===== src/crc8wfc_pkg.sv =====
`timescale 1ns / 1ps
// ----------------------------------------------------------------------------
// CRC-8 word frame checker package
// Request types, CRC constants and the unrolled CRC-8 byte update.
// ----------------------------------------------------------------------------
package crc8wfc_pkg;

  localparam logic [7:0]  CrcPoly     = 8'h31;
  localparam logic [7:0]  CrcInit     = 8'hFF;
  localparam logic [15:0] ReadyWord   = 16'h0001;
  localparam logic [1:0]  CrcSlot     = 2'd2;   // third byte of each word group
  localparam logic [2:0]  MeasLastWd  = 3'd5;   // last word of a measurement reply
  localparam logic [2:0]  ReadyLastWd = 3'd0;   // only word of a ready reply
  localparam int unsigned PayloadDepth = 12;

  typedef struct packed {
    logic [7:0] rx_byte;
    logic       frame_start;
    logic       reply_kind;
  } in_req_t;

  typedef struct packed {
    logic        kind_done;
    logic        crc_ok;
    logic        data_ready;
    logic [31:0] co2_bits;
    logic [31:0] temperature_bits;
    logic [31:0] humidity_bits;
  } out_req_t;

  // MSB-first CRC-8 over one byte, no final XOR
  function automatic logic [7:0] crc8_byte(input logic [7:0] crc, input logic [7:0] b);
    logic [7:0] c;
    c = crc ^ b;
    for (int i = 0; i < 8; i++) begin
      if (c[7]) begin
        c = {c[6:0], 1'b0} ^ CrcPoly;
      end else begin
        c = {c[6:0], 1'b0};
      end
    end
    return c;
  endfunction

endpackage


===== src/crc8wfc_in_reg.sv =====
`timescale 1ns / 1ps
// ----------------------------------------------------------------------------
// Input register
// Capture one byte request; hold it until the frame stage can take it.
// ----------------------------------------------------------------------------
module crc8wfc_in_reg import crc8wfc_pkg::*; (
  input  logic    clk_i,
  input  logic    rst_ni,
  input  logic    in_valid_i,
  output logic    in_stall_o,
  input  in_req_t in_req_i,
  input  logic    drain_ok_i,
  output logic    item_valid_o,
  output in_req_t item_o
);

  logic    valid_q, valid_d;
  in_req_t req_q;
  logic    accept;
  logic    fire;

  assign fire       = valid_q && drain_ok_i;
  assign in_stall_o = valid_q && !drain_ok_i;
  assign accept     = in_valid_i && !in_stall_o;
  assign valid_d    = accept || (valid_q && !fire);

  always_ff @(posedge clk_i or negedge rst_ni) begin
    if (!rst_ni) begin
      valid_q <= 1'b0;
    end else begin
      valid_q <= valid_d;
    end
  end

  always_ff @(posedge clk_i) begin
    if (accept) begin
      req_q <= in_req_i;
    end
  end

  assign item_valid_o = fire;
  assign item_o       = req_q;

endmodule


===== src/crc8wfc_frame.sv =====
`timescale 1ns / 1ps
// ----------------------------------------------------------------------------
// Frame tracker
// Track position and running CRC, store data bytes, form the frame result.
// ----------------------------------------------------------------------------
module crc8wfc_frame import crc8wfc_pkg::*; (
  input  logic     clk_i,
  input  logic     rst_ni,
  input  logic     item_valid_i,
  input  in_req_t  item_i,
  output logic     res_valid_o,
  output out_req_t res_o
);

  logic [1:0] slot_q, slot_d;
  logic [2:0] word_q, word_d;
  logic [7:0] crc_q, crc_d;
  logic       kind_q, kind_d;
  logic       mis_q, mis_d;
  logic [7:0] payload_q [PayloadDepth];

  logic [1:0] slot_c;
  logic [2:0] word_c;
  logic [7:0] crc_c;
  logic       mis_c;
  logic       is_data;
  logic       last;
  logic [3:0] wr_idx;

  always_comb begin
    // a start byte restarts the frame in place
    kind_d = item_i.frame_start ? item_i.reply_kind : kind_q;
    slot_c = item_i.frame_start ? 2'd0 : slot_q;
    word_c = item_i.frame_start ? 3'd0 : word_q;
    crc_c  = item_i.frame_start ? CrcInit : crc_q;
    mis_c  = item_i.frame_start ? 1'b0 : mis_q;

    is_data = (slot_c != CrcSlot);
    wr_idx  = {word_c, slot_c[0]};
    last    = !is_data && (word_c == (kind_d ? MeasLastWd : ReadyLastWd));

    if (is_data) begin
      crc_d = crc8_byte(crc_c, item_i.rx_byte);
      mis_d = mis_c;
    end else begin
      crc_d = CrcInit;
      mis_d = mis_c || (item_i.rx_byte != crc_c);
    end

    if (last) begin
      slot_d = 2'd0;
      word_d = 3'd0;
    end else if (!is_data) begin
      slot_d = 2'd0;
      word_d = word_c + 3'd1;
    end else begin
      slot_d = slot_c + 2'd1;
      word_d = word_c;
    end
  end

  always_ff @(posedge clk_i or negedge rst_ni) begin
    if (!rst_ni) begin
      slot_q <= 2'd0;
      word_q <= 3'd0;
      crc_q  <= CrcInit;
      kind_q <= 1'b0;
      mis_q  <= 1'b0;
    end else if (item_valid_i) begin
      slot_q <= slot_d;
      word_q <= word_d;
      crc_q  <= crc_d;
      kind_q <= kind_d;
      mis_q  <= last ? 1'b0 : mis_d;
    end
  end

  always_ff @(posedge clk_i) begin
    if (item_valid_i && is_data) begin
      payload_q[wr_idx] <= item_i.rx_byte;
    end
  end

  always_comb begin
    res_valid_o            = item_valid_i && last;
    res_o.kind_done        = kind_d;
    res_o.crc_ok           = !mis_d;
    res_o.data_ready       = 1'b0;
    res_o.co2_bits         = '0;
    res_o.temperature_bits = '0;
    res_o.humidity_bits    = '0;
    if (kind_d) begin
      res_o.co2_bits         = {payload_q[0], payload_q[1], payload_q[2], payload_q[3]};
      res_o.temperature_bits = {payload_q[4], payload_q[5], payload_q[6], payload_q[7]};
      res_o.humidity_bits    = {payload_q[8], payload_q[9], payload_q[10], payload_q[11]};
    end else begin
      res_o.data_ready = !mis_d && ({payload_q[0], payload_q[1]} == ReadyWord);
    end
  end

endmodule


===== src/crc8wfc_out_reg.sv =====
`timescale 1ns / 1ps
// ----------------------------------------------------------------------------
// Result register
// Hold one frame result until the consumer takes it.
// ----------------------------------------------------------------------------
module crc8wfc_out_reg import crc8wfc_pkg::*; (
  input  logic     clk_i,
  input  logic     rst_ni,
  input  logic     load_i,
  input  out_req_t res_i,
  output logic     free_o,
  output logic     out_valid_o,
  input  logic     out_stall_i,
  output out_req_t out_req_o
);

  logic     valid_q;
  out_req_t req_q;

  assign free_o = !valid_q || !out_stall_i;

  always_ff @(posedge clk_i or negedge rst_ni) begin
    if (!rst_ni) begin
      valid_q <= 1'b0;
    end else if (load_i) begin
      valid_q <= 1'b1;
    end else if (!out_stall_i) begin
      valid_q <= 1'b0;
    end
  end

  always_ff @(posedge clk_i) begin
    if (load_i) begin
      req_q <= res_i;
    end
  end

  assign out_valid_o = valid_q;
  assign out_req_o   = req_q;

endmodule


===== src/crc8_word_frame_checker_core.sv =====
`timescale 1ns / 1ps
// ----------------------------------------------------------------------------
// CRC-8 word frame checker core
// Check CRC-8 (poly 0x31, init 0xFF) protected 2-byte words of sensor replies
// and emit one result per ready or measurement frame.
// ----------------------------------------------------------------------------
//
//   channel | direction | handshake            | request
//   --------+-----------+----------------------+---------------------------
//   in      | input     | in_valid_i/in_stall_o | in_req_t: one reply byte
//   out     | output    | out_valid_o/out_stall_i | out_req_t: frame result
//
// One byte per cycle is sustained while the result register is free; a byte
// accepted into the input register passes through the CRC update and frame
// logic, which feed the result register.
// Reset clears position, running CRC, frame kind and the mismatch flag;
// data bytes stay unknown until written.
// A stalled result holds the result register; the byte in the input register
// then waits, and in_stall_o rises while that register is full.
// ----------------------------------------------------------------------------
module crc8_word_frame_checker_core import crc8wfc_pkg::*; (
  input  logic     clk_i,
  input  logic     rst_ni,
  input  logic     in_valid_i,
  output logic     in_stall_o,
  input  in_req_t  in_req_i,
  output logic     out_valid_o,
  input  logic     out_stall_i,
  output out_req_t out_req_o
);

  logic     out_free;
  logic     item_valid;
  in_req_t  item;
  logic     res_valid;
  out_req_t res;

  // Capture bytes; advance only when the result register has room.
  crc8wfc_in_reg u_in_reg (
    .clk_i        (clk_i),
    .rst_ni       (rst_ni),
    .in_valid_i   (in_valid_i),
    .in_stall_o   (in_stall_o),
    .in_req_i     (in_req_i),
    .drain_ok_i   (out_free),
    .item_valid_o (item_valid),
    .item_o       (item)
  );

  // Update frame position and CRC, store data bytes, build the result.
  crc8wfc_frame u_frame (
    .clk_i        (clk_i),
    .rst_ni       (rst_ni),
    .item_valid_i (item_valid),
    .item_i       (item),
    .res_valid_o  (res_valid),
    .res_o        (res)
  );

  // Hold the finished result until taken.
  crc8wfc_out_reg u_out_reg (
    .clk_i       (clk_i),
    .rst_ni      (rst_ni),
    .load_i      (res_valid),
    .res_i       (res),
    .free_o      (out_free),
    .out_valid_o (out_valid_o),
    .out_stall_i (out_stall_i),
    .out_req_o   (out_req_o)
  );

endmodule


===== config.mk =====
export PLATFORM = sky130hd
export DESIGN_NAME = crc8_word_frame_checker_core
export DESIGN_NICKNAME = d
export VERILOG_FILES = /design/src/crc8wfc_pkg.sv /design/src/crc8wfc_in_reg.sv /design/src/crc8wfc_frame.sv /design/src/crc8wfc_out_reg.sv /design/src/crc8_word_frame_checker_core.sv
export SDC_FILE = /design/constraint.sdc
export NUM_CORES = 1
export LEC_CHECK = 0
export ABC_CLOCK_PERIOD_IN_PS = 4500
export BUFFER_PORTS_ARGS = -buffer_cell sky130_fd_sc_hd__buf_2
export CORE_ASPECT_RATIO = 0.75
export CORE_MARGIN = 1
export CORE_UTILIZATION = 51
export DETAILED_ROUTE_END_ITERATION = 10
export PLACE_DENSITY = 0.81
export SLEW_MARGIN = 30
export SYNTH_ARGS = -nofsm -noshare
export SYNTH_HDL_FRONTEND = slang
export SYNTH_HIERARCHICAL = 1
export SYNTH_SLANG_ARGS = --single-unit

===== constraint.sdc =====
create_clock -name clk_i -period 4.5 [get_ports clk_i]
set_clock_uncertainty 0.2 [all_clocks]
set_input_delay 0.9 -clock clk_i [delete_from_list [all_inputs] [get_ports clk_i]]
set_output_delay 0.9 -clock clk_i [all_outputs]
set_load 0.02 [all_outputs]

== Word-level counts from Yosys, hierarchy flattened ==
Memory sizes are Yosys's and may differ from the RTL's. A register that Yosys moved wholly into a read port is not among the register bits.
Cells that the tools add are included.

* Register bits after elaboration: 62
* Latch bits: 0
* RAM bits: 96
* Memory bits (read-only): 0
* Input port bits: 14
* Output and inout bits: 101
* Logic and storage cells: 91
* Memories kept: 1

* Add/subtract/negate cells: 2
* Multiply operators: 0
* Div/mod/pow operators: 0
* Order comparisons: 0
* Equality and inequality tests: 5
* Shift-type cells: 0
* Mux-type cells: 32
* Bitwise gates (word level): 9
* Reduce and logical (&&, ||, !) cells: 28

{| class="wikitable"
|+ Memory list
! name !! depth !! bits a word !! rd ports !! clocked after memory_dff !! write ports !! line !! RTL
|-
| u_frame.payload_q || 12 || 8 || 12 || 10 || 1 || crc8wfc_frame.sv:20 || <nowiki>logic [7:0] payload_q [PayloadDepth];</nowiki>
|}

{| class="wikitable"
|+ Operators with widths
! operator !! count
|-
| 8-bit two-way mux || 9
|-
| 6-bit two-way mux || 8
|-
| 3-bit inverter || 8
|-
| 1-bit zero test || 17
|-
| 16-bit by 1-bit equality test with 1-bit output, second input constant || 1
|-
| 3-bit two-way mux || 4
|-
| 1-bit logical AND || 8
|-
| 1-bit two-way mux || 8
|-
| 8-bit inequality test || 1
|-
| 8-bit bitwise XOR || 1
|-
| 2-bit two-way mux || 3
|-
| 3-bit by 1-bit adder with 3-bit output, second input constant || 1
|-
| 3-bit equality test || 1
|-
| 1-bit logical OR || 3
|-
| 2-bit by 1-bit adder with 2-bit output, second input constant || 1
|-
| 2-bit by 1-bit inequality test with 1-bit output, second input constant || 1
|-
| 2-bit inequality test, second input constant || 1
|}

== Longest topological paths before layout ==
* Word-level depth: 26
* Gate-level depth with buffers: 9
* Depth with buffers taken out: 7

== Hierarchy ==
The synthesis kept the hierarchy.

{| class="wikitable"
|+ By module, submodules not included
! module !! times used !! cells each !! area each (um^2) !! sequential area each (um^2)
|-
| crc8wfc_frame || 1 || 373 || 4959.8 || 3268.1
|-
| crc8wfc_out_reg || 1 || 102 || 3009.1 || 2997.9
|-
| crc8wfc_in_reg || 1 || 16 || 364.1 || 325.3
|}

== Least setup slack after synthesis ==
No wires, ideal clock.

* Path type: input-to-reg
* Start point: input port out_stall_i
* End point: register, netlist name u_out_reg/out_req_o[0]
* Setup time: 469 ps
* Arrival time: 4029 ps
* Required time: 3831 ps
* Path slack: -198 ps
* Stages: 5
* Path buffers: 2
* Path through: nand2_1 and2_1 clkbuf_1 buf_1 and2_1

* Longest elaborated chain between the ends: 4

{| class="wikitable"
|+ RTL lines
! item !! line !! RTL
|-
| start: declaration || crc8_word_frame_checker_core.sv:28 || <nowiki>input logic out_stall_i,</nowiki>
|-
| 1-bit zero test || crc8wfc_out_reg.sv:20 || <nowiki>assign free_o = !valid_q || !out_stall_i;</nowiki>
|-
| 1-bit logical OR || crc8wfc_out_reg.sv:20 ||
|-
| 1-bit logical AND || crc8wfc_in_reg.sv:22 || <nowiki>assign fire = valid_q && drain_ok_i;</nowiki>
|-
| via item_valid || crc8_word_frame_checker_core.sv:33 || <nowiki>logic item_valid;</nowiki>
|-
| 1-bit logical AND || crc8wfc_frame.sv:85 || <nowiki>res_valid_o = item_valid_i && last;</nowiki>
|-
| via res_valid || crc8_word_frame_checker_core.sv:35 || <nowiki>logic res_valid;</nowiki>
|}

The timed path passes the listed nets, and every way through them passes these cells.
A chain may end at the register's enable or synchronous reset.

== Worst setup path after layout ==
* Start point: register u_in_reg.req_q (netlist bit u_in_reg/item_o[1])
* End point: register, netlist name u_out_reg/out_req_o[3]

* Longest elaborated chain between the ends: 5
* Elaborated cells on any way between the ends: 10
* Those cells by class: eq/ne (2); mux (4); reduce/logical (4)

{| class="wikitable"
|+ RTL lines
! item !! line !! RTL
|-
| start: declaration || crc8wfc_in_reg.sv:18 || <nowiki>in_req_t req_q;</nowiki>
|-
| start signal: assignment || crc8wfc_in_reg.sv:37 || <nowiki>req_q <= in_req_i;</nowiki>
|-
| 1-bit two-way mux / 2-bit two-way mux (equally long branches) || crc8wfc_frame.sv:32, crc8wfc_frame.sv:33 ||
|-
| 3-bit two-way mux / 2-bit inequality test (equally long branches) || crc8wfc_frame.sv:40, crc8wfc_frame.sv:38 ||
|-
| 3-bit equality test / 1-bit zero test (equally long branches) || crc8wfc_frame.sv:40 || <nowiki>last = !is_data && (word_c == (kind_d ? MeasLastWd : ReadyLastWd));</nowiki>
|-
| 1-bit logical AND * || crc8wfc_frame.sv:40 ||
|-
| 1-bit logical AND * || crc8wfc_frame.sv:85 ||
|-
| via res_valid || crc8_word_frame_checker_core.sv:35 ||
|}

Mark *: on every way through the listed nets, which the timed path passes. The rest lies on a longest branch.

==> metrics.txt <==
# TYPE chip_impl_metric gauge
chip_impl_metric{name="initial_antenna_violation_count",unit=""} 0
chip_impl_metric{name="synth_cells",unit=""} 491
chip_impl_metric{name="tightest_slew",unit="ns"} 0.825
chip_impl_metric{name="cts_buffers",unit=""} 22
chip_impl_metric{name="final_max_tran_viols",unit=""} 0
chip_impl_info{name="tritoncts",value="yes"} 1
chip_impl_metric{name="synth-async-reset-ratio",unit="%"} 7.66
chip_impl_metric{name="largest_net_degree_at_the_start_of_global_routing",unit=""} 61
chip_impl_metric{name="globalRoute.totalOverflow",unit=""} 0
chip_impl_info{name="worstSetupPathType",value="reg -> reg"} 1
chip_impl_metric{name="cts.repair_timing.setup_buffer_count",unit=""} 0
chip_impl_metric{name="placedCellCount",unit=""} 798
chip_impl_metric{name="clock_path_buffers",unit=""} 3
chip_impl_metric{name="post_drt_antenna_nets",unit=""} 0
chip_impl_metric{name="setup-tns-final",unit="ns"} 0
chip_impl_metric{name="syn_nets",unit=""} 506
chip_impl_metric{name="syn-mean-instance-area",unit="um2"} 17.0
chip_impl_metric{name="worst_ep_required_time",unit="ns"} 4.46
chip_impl_metric{name="critPathMaxFanout",unit=""} 60
chip_impl_metric{name="setup_viol_count_final",unit=""} 0
chip_impl_metric{name="period_needed",unit="ns"} 3.25
chip_impl_metric{name="fmaxAchievable",unit="MHz"} 308
chip_impl_info{name="timing.critical_path.from_type",value="register"} 1
chip_impl_metric{name="syn2layout_area_growth",unit="%"} 18.8
chip_impl_metric{name="finalNonFillerCells",unit=""} 837
chip_impl_metric{name="synth_enable_flop_cells",unit=""} 205
chip_impl_metric{name="die_area",unit="um2"} 16900
chip_impl_metric{name="final_net_count",unit=""} 627
chip_impl_metric{name="start_util",unit="%"} 52.0
chip_impl_info{name="crit_path_cell_trace",value="mux2i_4 -> buf_4 -> nand3b_1 -> a211oi_2 -> and2_4 -> buf_12"} 1
chip_impl_metric{name="finalCritPeriodShare",unit="%"} 72.1
chip_impl_metric{name="slew_headroom",unit="%"} 44.6
chip_impl_info{name="crit_path_capture_type",value="register"} 1
chip_impl_metric{name="wire_length_of_the_first_global_routing_pass",unit="um"} 23500
chip_impl_metric{name="hold_buffers",unit=""} 0
chip_impl_metric{name="clkSlewWorstSetupHoldPaths",unit="ns"} 0.06
chip_impl_metric{name="internal_power",unit="uW"} 3720
chip_impl_metric{name="die_x",unit="um"} 150
chip_impl_metric{name="htree_num_levels",unit=""} 1
chip_impl_info{name="mostFrequentLayoutCell",value="sky130_fd_sc_hd__edfxtp_1"} 1
chip_impl_metric{name="synth-warning-count",unit=""} 6
chip_impl_metric{name="pre_repair_dr_iteration_count",unit=""} 5
chip_impl_metric{name="clk-insertion-delay-late",unit="ns"} 0.50
chip_impl_info{name="timing.critical_path.slowest_stage_cell",value="sky130_fd_sc_hd__and2_4"} 1
chip_impl_metric{name="chipHeight",unit="um"} 113
chip_impl_info{name="result_of_the_run",value="finished clean"} 1
chip_impl_info{name="critical_path.reg2reg.startpoint",value="u_in_reg/item_o[1]"} 1
chip_impl_metric{name="antennaDiodeCount",unit=""} 0
chip_impl_info{name="critical-path-top-delay-family",value="simple AND/OR/NAND/NOR gates"} 1
chip_impl_metric{name="rows",unit=""} 40
chip_impl_metric{name="power.share.combinational",unit="%"} 10.5
chip_impl_metric{name="max_stage_delay",unit="ns"} 0.60
chip_impl_info{name="worst_r2r_endpoint",value="u_out_reg/out_req_o[3]"} 1
chip_impl_metric{name="irDropWorstVdd",unit="V"} 0.000231
chip_impl_info{name="cts_root_buf",value="sky130_fd_sc_hd__clkbuf_16"} 1
chip_impl_metric{name="drtIter0Drc",unit=""} 462
chip_impl_metric{name="placement.io_buffers",unit=""} 114
chip_impl_metric{name="grt_pass1_vias",unit=""} 4391
chip_impl_metric{name="routed_wire_length_per_instance",unit="um"} 18.4
chip_impl_metric{name="groute.usage.overall",unit="%"} 18.5
chip_impl_metric{name="reg2regPathDepth",unit=""} 6
chip_impl_metric{name="static-leakage-power",unit="uW"} 0.00356
chip_impl_metric{name="ff2ff_setup_slack",unit="ns"} 1.25
chip_impl_metric{name="pin_count",unit=""} 115
chip_impl_metric{name="clock_sinks",unit=""} 222
chip_impl_metric{name="arrival",unit="ns"} 3.21
chip_impl_metric{name="max_cap_viol_count",unit=""} 0
chip_impl_info{name="rsz0062_at_grt",value="no"} 1
chip_impl_metric{name="dp_hpwl",unit="um"} 9930
chip_impl_info{name="hold_path.class",value="in -> async"} 1
chip_impl_metric{name="core_region_area",unit="um2"} 16000
chip_impl_metric{name="power.density_cell_area",unit="nW/um2"} 483
chip_impl_metric{name="cp_num_buf_inv",unit=""} 2
chip_impl_metric{name="avgViaCountPerCell",unit=""} 5.31
chip_impl_metric{name="synth.ff_latch_count",unit=""} 222
chip_impl_metric{name="final_hold_viols",unit=""} 0
chip_impl_metric{name="routed-via-count",unit=""} 4445
chip_impl_metric{name="drive_gt1_share",unit="%"} 28.5
chip_impl_metric{name="netlist_area",unit="um2"} 8330
chip_impl_metric{name="globalplace.congestion",unit=""} 0.831
chip_impl_metric{name="seq_area_frac_synth",unit="%"} 79.1
chip_impl_metric{name="drt-total-wl",unit="um"} 15400
chip_impl_info{name="synthFlopType",value="sky130_fd_sc_hd__edfxtp_1"} 1
chip_impl_metric{name="power.switching_fraction",unit="%"} 22.3
chip_impl_metric{name="post_cts_resized",unit=""} 0
chip_impl_metric{name="clkPwrFrac",unit="%"} 38.0
chip_impl_info{name="final_cell_mix",value="sky130_fd_sc_hd__edfxtp_1 (205), sky130_fd_sc_hd__buf_2 (114), sky130_fd_sc_hd__nor2b_1 (98)"} 1
chip_impl_metric{name="seq_power_share",unit="%"} 51.5
chip_impl_metric{name="route.detailed.drc",unit=""} 0
chip_impl_metric{name="synth_unique_cells",unit=""} 45
chip_impl_metric{name="net-switching-power",unit="uW"} 1070
chip_impl_metric{name="fillerInstances",unit=""} 1130
flip-flops by register name, indices dropped and copies added (netlist names):
name                   flops
u_in_reg/item_o           10
u_frame/mis_q              1
u_frame/kind_q             1
u_in_reg/valid_q           1
u_frame/word_q             3
u_out_reg/out_req_o       99
u_out_reg/out_valid_o      1
u_frame/crc_q              8
u_frame/payload_q         96
u_frame/slot_q             2
worst max path at each step:
stage                       startpoint                 endpoint  slack, ns  cells past startpoint
global placement           out_stall_i  u_frame/payload_q[4][1]       1.30                      5
detailed placement         out_stall_i  u_frame/payload_q[4][0]       0.98                      5
global route        u_in_reg/item_o[1]  u_out_reg/out_req_o[17]       1.03                      6
CTS                 u_in_reg/item_o[1]  u_out_reg/out_req_o[20]       1.25                      6
finish              u_in_reg/item_o[1]   u_out_reg/out_req_o[3]       1.25                      6
floorplan                  out_stall_i   u_out_reg/out_req_o[0]       0.89                      5
power by group through the flow:
stage	Clock (uW)	Sequential [uW]	Combinational (uW)
after floorplan	0	2460	424
after global placement	0	2500	471
after detailed placement	0	2500	498
after CTS	1860	2460	501
after global routing	1930	2480	552
final	1820	2460	501
per-stage QoR:
stage / cell area, um2 / worst slack [ns] / utilization [%] / hold WS (ns) / power [uW]
finish: 9900 / 1.25 / 61.8 / 0.126 / 4780
detailed placement: 9150 / 0.976 / 57.2 / 0.286 / 3000
floorplan: 8330 / 0.885 / - / 0.258 / 2880
global route: 9900 / 1.03 / 61.8 / 0.144 / 4960
global placement: 9150 / 1.30 / 57.2 / 0.279 / 2970
CTS: 9890 / 1.25 / 61.7 / 0.122 / 4820
Yosys cell counts, types with 5 or more instances:
| master | count | area share, % |
|---|---|---|
| sky130_fd_sc_hd__a31oi_1 | 8 | 0.60 |
| sky130_fd_sc_hd__nor4_1 | 8 | 0.60 |
| sky130_fd_sc_hd__nor2b_1 | 98 | 7.4 |
| sky130_fd_sc_hd__nand2b_1 | 5 | 0.38 |
| sky130_fd_sc_hd__xor2_1 | 9 | 0.95 |
| sky130_fd_sc_hd__dfrtp_1 | 9 | 2.7 |
| sky130_fd_sc_hd__nor2_1 | 27 | 1.2 |
| sky130_fd_sc_hd__clkbuf_1 | 21 | 0.95 |
| sky130_fd_sc_hd__nor3_1 | 6 | 0.36 |
| sky130_fd_sc_hd__a21o_1 | 5 | 0.45 |
| sky130_fd_sc_hd__edfxtp_1 | 205 | 74 |
| sky130_fd_sc_hd__inv_1 | 5 | 0.23 |
| sky130_fd_sc_hd__xnor2_1 | 15 | 1.6 |
| sky130_fd_sc_hd__nand2_1 | 12 | 0.54 |
| sky130_fd_sc_hd__dfstp_2 | 8 | 2.5 |
cell families after synthesis:
kind of cell | after synthesis | synth area share (%)
compound gates | 34 | 3.20
xor+xnor | 28 | 3.65
fa+ha+maj | 1 | 0.150
buf+inv | 31 | 1.62
flops | 222 | 79.1
mux | 3 | 0.375
simple gates | 172 | 11.9
per-layer routing:
layer	global-route usage (%)	part of all wire [%]
met5	0	0
met3	3.99	7.2
met4	5.85	2.5
met1	25.6	42
met2	29.5	48
layout make-up:
cell class	count	area, um2	area share, %
clock buffer	24	579	5.85
multi-input combinational	238	1650	16.6
tap	210	263	2.65
inverter	6	22.5	0.227
clock inverter	15	155	1.57
sequential	222	6590	66.6
timing repair buffer	122	643	6.49
(Power assumes the default switching activity.)
